## config.mk

```make
export PLATFORM = sky130hd
export DESIGN_NAME = apf_queue
export DESIGN_NICKNAME = d
export VERILOG_FILES = /design/src/rtl/core/apf_pkg.sv /design/src/rtl/core/apf_queue.sv
export SDC_FILE = /design/constraint.sdc
export NUM_CORES = 1
export LEC_CHECK = 0
export ABC_CLOCK_PERIOD_IN_PS = 2000
export CELL_PAD_IN_SITES_DETAIL_PLACEMENT = 2
export CELL_PAD_IN_SITES_GLOBAL_PLACEMENT = 2
export CORE_ASPECT_RATIO = 1.25
export CORE_MARGIN = 2
export CORE_UTILIZATION = 35
export CTS_CLUSTER_DIAMETER = 50
export CTS_CLUSTER_SIZE = 30
export DETAILED_ROUTE_END_ITERATION = 7
export DONT_BUFFER_PORTS = 1
export PLACE_DENSITY = 0.64
export SETUP_SLACK_MARGIN = 0.3
export SLEW_MARGIN = 0
export SYNTH_ARGS = -nofsm -noshare
export SYNTH_HDL_FRONTEND = slang
export SYNTH_SLANG_ARGS = --single-unit
export TNS_END_PERCENT = 20
```

## constraint.sdc

```tcl
create_clock -name clock -period 2 [get_ports clock]
set_input_delay 0.4 -clock clock [delete_from_list [all_inputs] [get_ports clock]]
set_output_delay 0.4 -clock clock [all_outputs]
set_load 0.02 [all_outputs]
```

## src/rtl/core/apf_pkg.sv

```systemverilog
package apf_pkg;

   localparam int SAMPLE_BITS = 16;
   localparam int FRAC_BITS   = 16;
   localparam int COEF_BITS   = 16;
   localparam int MIN_BITS    = 15;

   // Envelope word and the widths of the blend arithmetic.
   localparam int ENV_W  = SAMPLE_BITS + FRAC_BITS;
   localparam int TERM_W = SAMPLE_BITS + COEF_BITS + 2;
   localparam int PROD_W = TERM_W + FRAC_BITS;
   localparam int CSR_W  = COEF_BITS;

   localparam int QUEUE_DEPTH = 4;
   localparam int QUEUE_AW    = $clog2(QUEUE_DEPTH);

   typedef enum logic [1:0] {
      CSR_ATTACK  = 2'd0,
      CSR_RELEASE = 2'd1,
      CSR_MIN     = 2'd2
   } csr_index_type;

   typedef struct packed {
      logic [COEF_BITS-1:0] attack_coef;
      logic [COEF_BITS-1:0] release_coef;
      logic [MIN_BITS-1:0]  min_level;
   } cfg_type;

   // One queued sample with its precomputed (1 - attack) * sample term.
   typedef struct packed {
      logic signed [SAMPLE_BITS-1:0] sample;
      logic signed [TERM_W-1:0]      term;
   } entry_type;

endpackage

```

## src/rtl/core/apf_queue.sv

```systemverilog
module apf_queue
   import apf_pkg::*;
(
   input  logic      clock,
   input  logic      reset,
   input  logic      push,
   input  entry_type push_entry,
   output logic      full,
   input  logic      pop,
   output logic      not_empty,
   output entry_type pop_entry
);

   entry_type            slots_ff [QUEUE_DEPTH];
   logic [QUEUE_AW-1:0]  wr_ptr_ff, rd_ptr_ff;
   logic [QUEUE_AW:0]    count_ff, count_in;

   assign full      = (count_ff == (QUEUE_AW+1)'(QUEUE_DEPTH));
   assign not_empty = (count_ff != '0);
   assign pop_entry = slots_ff[rd_ptr_ff];

   always_comb begin
      count_in = count_ff;
      if (push && !pop) begin
         count_in = count_ff + 1'b1;
      end else if (pop && !push) begin
         count_in = count_ff - 1'b1;
      end
   end

   always_ff @(posedge clock) begin
      if (reset) begin
         wr_ptr_ff <= '0;
         rd_ptr_ff <= '0;
         count_ff  <= '0;
      end else begin
         if (push) begin
            wr_ptr_ff <= wr_ptr_ff + 1'b1;
         end
         if (pop) begin
            rd_ptr_ff <= rd_ptr_ff + 1'b1;
         end
         count_ff <= count_in;
      end
   end

   always_ff @(posedge clock) begin
      if (push) begin
         slots_ff[wr_ptr_ff] <= push_entry;
      end
   end

endmodule

```

==> qor.txt <==
Num CTS Buffers -> 21
Commonest non-fill, non-tap cells in the layout -> edfxtp_1, dlygate4sd3_1, mux4_2, clkbuf_16
P per Cell Area -> 1090 mW/mm²
Status -> finished with violations
Largest net degree at the start of global routing -> 32
CTS max path bufs -> 3
Worst-margin pin slew -> 0.516 ns
Fin. Hold Viols -> 0
Syn_nets -> 366
Max-cap check violation count -> 0
Fin area -> 0.00954 mm²
Final WS setup -> -0.188 ns
Syn Area/Cell -> 25.2 µm²
Clock sinks -> 209
Period utilization -> 1.09
Io pins -> 106
WS Path Type -> register to primary output
Data arrival time of the critical path -> 1.79 ns
Yosys warnings -> 0
Area of the core -> 0.0215 mm²
Startpoint types -> register
Hold crit path type -> input port to register
Violated checks -> setup timing
Total wire length -> 17.0 mm
Setup slack, reg-to-reg -> 0.43 ns
Post-Layout Cell Count -> 683
Clock Latency Late Sink -> 0.50 ns
Mean number of vias per cell -> 4.94
Unrepaired setup endpoints after global routing -> true
Chip width -> 137 µm
Relative slew margins -> 0.656
GRT Total Usage -> 0.143
F_max -> 457 MHz
Final net count -> 448
Final min period -> 2.19 ns
Maximum vdd drop -> 0.000772 V
Vias in the first global route -> 3,902
Critical Path RT -> 1.60 ns
Die area -> 0.0232 mm²
DP Worst Slack -> 0.213 ns
Inst Count DP -> 585
Initial antenna violation count -> 2
Syn Inst Count -> 306
Tot Pwr -> 10.4 mW
GRT overflow -> 0
Final ANT Viol Nets -> 0
Leakage -> 3.06 nW
Final setup fails -> 50
Per-cell routed wire length -> 24.9 µm
TritonCTS clock tree -> done
Clock-pin slew on the worst setup and hold paths -> 0.07 ns
GP Congestion -> 0.661
Setup Skew -> 0.0146 ns
Row count -> 60
Final hold slack -> 0.0856 ns
Cell area after synthesis -> 0.00770 mm²
Number of distinct library cells after synthesis -> 21
Drt drc -> 0
Fin. max-slew vios -> 0
Critical path capture point type -> primary output
Clock root buffer -> clkbuf_16
First-pass GRT wire length -> 24.4 mm
Detailed placement HPWL -> 9.58 mm
Layout cell share with drive strength beyond 1 -> 0.291
Vias -> 3,374
Register area share after synthesis -> 0.803
Initial core utilization -> 0.357
Worst Path Max Fanout -> 7
Commonest non-fill, non-tap cell in the layout -> edfxtp_1
Post-synthesis register bit count -> 209
TritonRoute pass-1 iters -> 4
Placed inst area -> 0.00809 mm²
Layout area overhead -> 23.8%
Die height -> 170 µm
CTS H-tree lvls -> 1
Port Buffers -> 0
Iteration-0 DRC Markers -> 154
metal layers:
metal	global-route usage	part of all wire
met5	0	0
met4	0.0399	0.016
met3	0.0340	0.051
met2	0.264	0.55
met1	0.163	0.38
layout make-up:
cell class	instances	area [µm²]
multi-input cells	80	1370
inverters	4	15.0
clock buffers	21	526
flip-flops and latches	209	6190
well taps	279	349
diodes	2	5.00
fillers	1922	12000
clock inverters	16	210
repair buffers	72	870
timing repair:
action                                 4_1_cts  5_1_grt
resized for setup                            3        4
endpoints found under the hold margin      209        0
hold buffers                                51        0
pin swaps                                    1        0
cloned                                       0        6
setup buffers                                0        2
setup endpoints to repair                   51       51
state kept, by name, summed over array words and instances, names as in the netlist, named ones only:
register,cells
rd_ptr_ff,2
wr_ptr_ff,2
slots_ff,200
count_ff,3
power by group:
part           switching, mW  leakage, nW  internal (mW)
clock network           1.79        0.356           2.39
registers             0.0731         1.91           5.02
logic                  0.648        0.790          0.471
total                   2.51         3.06           7.88
per-stage QoR:
| step | TNS [ns] | util |
|---|---|---|
| 3_3_place_gp | 0 | 0.375 |
| 3_5_place_dp | 0 | 0.375 |
| 4_1_cts | -9.58 | 0.434 |
| 2_1_floorplan | -20.17 | - |
| 6_report | -7.95 | 0.443 |
| 5_1_grt | -10.85 | 0.443 |
cell families (layout without fill, tap and decap cells):
family / count (synthesis) / in the layout / synth area share
AO/OA/AOI/OAI: 2 / 2 / 0.00130
multiplexers: 52 / 52 / 0.149
buffers and inverters: 17 / 113 / 0.0206
adder cells (fa/ha/maj): 6 / 6 / 0.0107
AND/OR/NAND/NOR: 15 / 15 / 0.00975
XOR/XNOR: 5 / 5 / 0.00569
other: 0 / 2 / 0
flip-flops: 209 / 209 / 0.803
worst max-delay path, cell delays in order (launching register included):
cell and delay (ns):
dfxtp_4 0.38, buf_12 0.15, buf_16 0.15, mux4_2 0.61
cells in the mapped netlist:
cell type,number,share of area
and2_1,4,0.0032
buf_2,5,0.0032
nor3b_1,1,0.00098
ha_1,5,0.0081
clkbuf_1,1,0.00049
or3_1,2,0.0016
a21oi_1,1,0.00065
xor2_1,3,0.0034
buf_12,5,0.013
buf_6,1,0.0015
nand2_1,1,0.00049
xnor2_1,2,0.0023
fa_1,1,0.0026
edfxtp_1,200,0.78
buf_1,1,0.00049
mux4_2,50,0.15
mux2i_1,2,0.0026
nor2_1,7,0.0034
o21ai_0,1,0.00065
inv_1,4,0.0019
dfxtp_1,9,0.023
path summary, 6_finish.rpt:
| path | startpoint | to | cells past startpoint |
|---|---|---|---|
| setup / recovery | register | pop_entry[34] | 3 |
| hold / removal | push | wr_ptr_ff[0]$_SDFFE_PP0P_ | 2 |
| setup reg to reg | wr_ptr_ff[0]$_SDFFE_PP0P_ | slots_ff[2][38]$_DFFE_PP_ | 4 |
| hold reg to reg | count_ff[2]$_SDFFE_PP0P_ | count_ff[2]$_SDFFE_PP0P_ | 2 |
(Power assumes the default switching activity.)
