==> src/rtl/core/apf_pkg.sv <==
package apf_pkg;

   localparam int SAMPLE_BITS = 16;
   localparam int FRAC_BITS   = 16;
   localparam int COEF_BITS   = 16;
   localparam int MIN_BITS    = 15;

   // Envelope word and the widths of the blend arithmetic.
   localparam int ENV_W  = SAMPLE_BITS + FRAC_BITS;
   localparam int TERM_W = SAMPLE_BITS + COEF_BITS + 2;
   localparam int PROD_W = TERM_W + FRAC_BITS;
   localparam int CSR_W  = COEF_BITS;

   localparam int QUEUE_DEPTH = 4;
   localparam int QUEUE_AW    = $clog2(QUEUE_DEPTH);

   typedef enum logic [1:0] {
      CSR_ATTACK  = 2'd0,
      CSR_RELEASE = 2'd1,
      CSR_MIN     = 2'd2
   } csr_index_type;

   typedef struct packed {
      logic [COEF_BITS-1:0] attack_coef;
      logic [COEF_BITS-1:0] release_coef;
      logic [MIN_BITS-1:0]  min_level;
   } cfg_type;

   // One queued sample with its precomputed (1 - attack) * sample term.
   typedef struct packed {
      logic signed [SAMPLE_BITS-1:0] sample;
      logic signed [TERM_W-1:0]      term;
   } entry_type;

endpackage

==> src/rtl/core/apf_front.sv <==
module apf_front
   import apf_pkg::*;
(
   input  logic                          clock,
   input  logic                          reset,
   input  cfg_type                       cfg,
   input  logic                          req_valid,
   output logic                          req_stall,
   input  logic signed [SAMPLE_BITS-1:0] req_sample,
   output logic                          push,
   output entry_type                     push_entry,
   input  logic                          queue_full
);

   logic                          valid_ff, valid_in;
   logic signed [SAMPLE_BITS-1:0] sample_ff;
   logic signed [TERM_W-1:0]      term_ff, term_in;
   logic signed [COEF_BITS+1:0]   weight;
   logic                          accept;

   assign req_stall = valid_ff && queue_full;
   assign accept    = req_valid && !req_stall;
   assign push      = valid_ff && !queue_full;

   // The sample's weight in the blend is one minus the attack coefficient.
   assign weight  = {2'b01, {COEF_BITS{1'b0}}} - {2'b00, cfg.attack_coef};
   assign term_in = TERM_W'(weight) * TERM_W'(req_sample);

   always_comb begin
      valid_in = valid_ff;
      if (accept) begin
         valid_in = 1'b1;
      end else if (push) begin
         valid_in = 1'b0;
      end
   end

   always_ff @(posedge clock) begin
      if (reset) begin
         valid_ff <= 1'b0;
      end else begin
         valid_ff <= valid_in;
      end
   end

   always_ff @(posedge clock) begin
      if (accept) begin
         sample_ff <= req_sample;
         term_ff   <= term_in;
      end
   end

   assign push_entry.sample = sample_ff;
   assign push_entry.term   = term_ff;

endmodule

==> config.mk <==
export PLATFORM = sky130hd
export DESIGN_NAME = apf_front
export DESIGN_NICKNAME = d
export VERILOG_FILES = /design/src/rtl/core/apf_pkg.sv /design/src/rtl/core/apf_front.sv
export SDC_FILE = /design/constraint.sdc
export NUM_CORES = 1
export LEC_CHECK = 0
export BUFFER_PORTS_ARGS = -buffer_cell sky130_fd_sc_hd__buf_2
export CAP_MARGIN = 20
export CORE_AREA = 2 2 162 164
export CTS_CLUSTER_SIZE = 10
export DETAILED_ROUTE_END_ITERATION = 8
export DIE_AREA = 0 0 164 166
export GPL_ROUTABILITY_DRIVEN = 0
export SLEW_MARGIN = 5
export SYNTH_ARGS = -nofsm -noshare
export SYNTH_HDL_FRONTEND = slang
export SYNTH_SLANG_ARGS = --single-unit
==> constraint.sdc <==
create_clock -name clock -period 20.5 [get_ports clock]
set_clock_uncertainty 0.2 [all_clocks]
set_input_delay 2.05 -clock clock [delete_from_list [all_inputs] [get_ports clock]]
set_output_delay 2.05 -clock clock [all_outputs]
set_load 0.005 [all_outputs]
==> flow_metrics.py <==
metrics = {
    "status": {
        "status": "complete, no violations",
    },
    "critical_path": {
        "required_ns": 20.36,
        "reg2reg_slack_ns": 18.74,
        "path_class": "in -> reg",
        "path_cells": "buf_2, inv_1, ha_1, nand2_1, nor3_1, xnor2_2, nand2_1, fa_1, inv_1, fa_1, fa_1, fa_1, fa_1, inv_1, fa_1, inv_1, ha_1, nand2_2, nor4_1, o211ai_1, a31oi_1, o22ai_1, xnor2_1",
        "startpoint": "cfg[31]",
        "critPathMaxStageDelay_ns": 0.79,
        "crit_slowest_cell": "xnor2_2",
        "crit_buf_inv": 5,
        "cpLargestDelayFamily": "adder cells",
        "crit_end": "term_ff[28]",
        "r2r-start": "valid_ff",
        "crit_top_cell": "fa_1",
        "r2r_cells": 3,
        "start_kind": "input pin",
        "path_depth": 23,
        "crit_fanout": 19,
        "critPathArrivalTime_ns": 9.34,
        "worst_r2r_endpoint": "sample_ff[4]",
        "critPathCaptureType": "flip-flop",
    },
    "global_routing": {
        "grt_pass1_vias": 8732,
        "grt_overflow_total": 0,
        "grtUsageTotal_pct": 20.95,
        "antenna_found_initial": 0,
        "grt_pass1_wl_um": 44680,
        "grt_max_degree": 51,
    },
    "route": {
        "drtPass1Iterations": 5,
        "via_count": 8198,
        "viasPerCell": 5.127,
        "wl_per_cell_um": 17.01,
        "ant_nets": 0,
        "routed_wl_um": 27200,
        "drtIter0Drc": 360,
        "route.detailed.drc": 0,
    },
    "synthesis": {
        "yosysTopAreaCell": "fa_1",
        "synth_cell_types": 64,
        "synthFlopType": "edfxtp_1",
        "syn_area_um2": 11340,
        "synth-edff-count": 50,
        "synth-seq-cells": 51,
        "seq_area_frac_synth_pct": 13.41,
        "synth.area.top_cells": "fa_1 (37%), ha_1 (14%), edfxtp_1 (13%), inv_1 (8.6%), and2_1 (6.7%)",
        "synthesis.nets": 1601,
        "netlist.area_leader.share_pct": 36.70,
        "avgSynthCellArea_um2": 9.446,
        "synthArstFlopShare_pct": 0,
        "ys_warn_count": 0,
        "syn_inst": 1201,
    },
    "run": {
        "cap_viol_max_count": 0,
    },
    "sta": {
        "final_hold_viol_count": 0,
        "rsz0062_at_grt": "false",
        "setup_violations": 0,
        "max-slew-margin-rel_pct": 25.18,
        "slew_viol_final": 0,
        "fmax_ghz": 0.1055,
        "worst_slew_pin_slew_ns": 1.117,
        "timing.final.crit_share_pct": 46.25,
        "post-route-min-period_ns": 9.482,
        "finalSetupTns_ns": 0,
    },
    "placed_design": {
        "hpwl_um": 20860,
        "io_buffers": 87,
    },
    "clocking": {
        "cts-root-buf": "clkbuf_16",
        "ctsResizeCount": 0,
        "clock_latency_ns": 0.30,
        "clkTransAtPathRegs_ns": 0.08,
        "postCtsSetupBuffers": 0,
        "cts_tree": "done",
        "clkSinkCount": 51,
        "htreeDepth": 2,
        "cts_buffers": 5,
        "clockBufferDepth": 2,
        "hold_buffers": 0,
    },
    "finish": {
        "final_nets": 1663,
        "syn2layout_area_growth_pct": 8.911,
        "antenna_cells": 0,
        "drive_gt1_share_pct": 11.08,
    },
    "floorplan": {
        "coreArea_um2": 25620,
        "fp.dieH_um": 166,
        "rows": 59,
        "die_w_um": 164,
        "dieArea_um2": 27220,
        "ios": 119,
        "initial_core_util_pct": 44.29,
    },
    "min_path": {
        "hp-class": "reg -> reg",
        "holdCritStartpoint": "valid_ff",
    },
}
worst register-to-register path, stage by stage, from the launching register on:
cell	delay (ns)
dfxtp_1	0.31
and2_1	0.17
nor2b_4	0.11
buf_4	0.57
cell type report:
class                      count  area [um^2]
clock buffer                   6        128.9
timing repair buffer          96        503.0
fill                        2455        13260
sequential                    51         1521
tap                          335        419.2
multi-input combinational    850         8772
inverter                     259        972.2
clock inverter                 2        38.79
placed cells by master, fill, tap and decap left out, types with 4 or more instances in the layout:
| cell type | n |
|---|---|
| inv_1 | 259 |
| fa_1 | 208 |
| nand2_1 | 168 |
| ha_1 | 125 |
| and2_1 | 121 |
| buf_2 | 87 |
| edfxtp_1 | 50 |
| nor2_1 | 35 |
| a21oi_1 | 30 |
| xnor2_1 | 22 |
| a21o_1 | 16 |
| nor3_1 | 9 |
| buf_4 | 9 |
| xor2_1 | 8 |
| nand3_1 | 8 |
| o21ai_0 | 7 |
| xnor2_2 | 6 |
| xor2_2 | 5 |
| nand2b_1 | 5 |
| o21a_1 | 5 |
| o21ai_1 | 5 |
| clkbuf_16 | 5 |
| and3_1 | 4 |
| o211ai_1 | 4 |
Yosys cell counts (all sizes together), types with 7 or more instances:
cell and number:
a21o 17, a21oi 32, and2 121, buf 7, clkbuf 34, edfxtp 50, fa 208, ha 125
inv 259, nand2 170, nand3 9, nor2 36, nor3 11, o21ai 14, xnor2 28, xor2 13
logic make-up (layout without fill, tap and decap cells):
family,count (synthesis),after routing,share of synthesized area (%)
AO/OA/AOI/OAI,100,100,6.320
XOR/XNOR,41,41,3.165
adder cells (fa/ha/maj),333,333,50.49
buffers and inverters,300,363,10.06
flip-flops,51,51,13.41
multiplexers,2,2,0.1765
AND/OR/NAND/NOR,374,374,16.38
state kept, by name, indices dropped and copies added, names as in the netlist:
signal     cells
sample_ff     16
term_ff       34
valid_ff       1
metal layers:
metal | GRT usage [%] | up-vias | wire (um)
met4 | 4.539 | 0 | 504
met1 | 26.96 | 4183 | 11020
met5 | 0 | - | 0
li1 | - | 3794 | -
met3 | 3.447 | 28 | 1483
met2 | 36.97 | 193 | 14190
metrics by stage:
stage	hold WS (ns)	instances	util (%)	setup WS, ns	area (um^2)
floorplan	0.3906	1201	-	11.62	11340
global placement	0.4379	1591	47.58	10.75	12190
detailed placement	0.4486	1591	47.58	10.72	12190
CTS	0.4618	1599	48.23	11.03	12360
global route	0.5035	1599	48.23	10.59	12360
finish	0.4527	1599	48.23	11.02	12360
worst min path at each step:
stage / cells after the start / slack [ns] / endpoint
floorplan: 3 / 0.39 / valid_ff
CTS: 3 / 0.46 / valid_ff
detailed placement: 3 / 0.45 / valid_ff
finish: 3 / 0.45 / valid_ff
global route: 3 / 0.50 / valid_ff
global placement: 3 / 0.44 / valid_ff
Power is left out: the tool's default activity adds up to more than one toggle a clock period on the data nets, which glitch-free logic cannot reach.
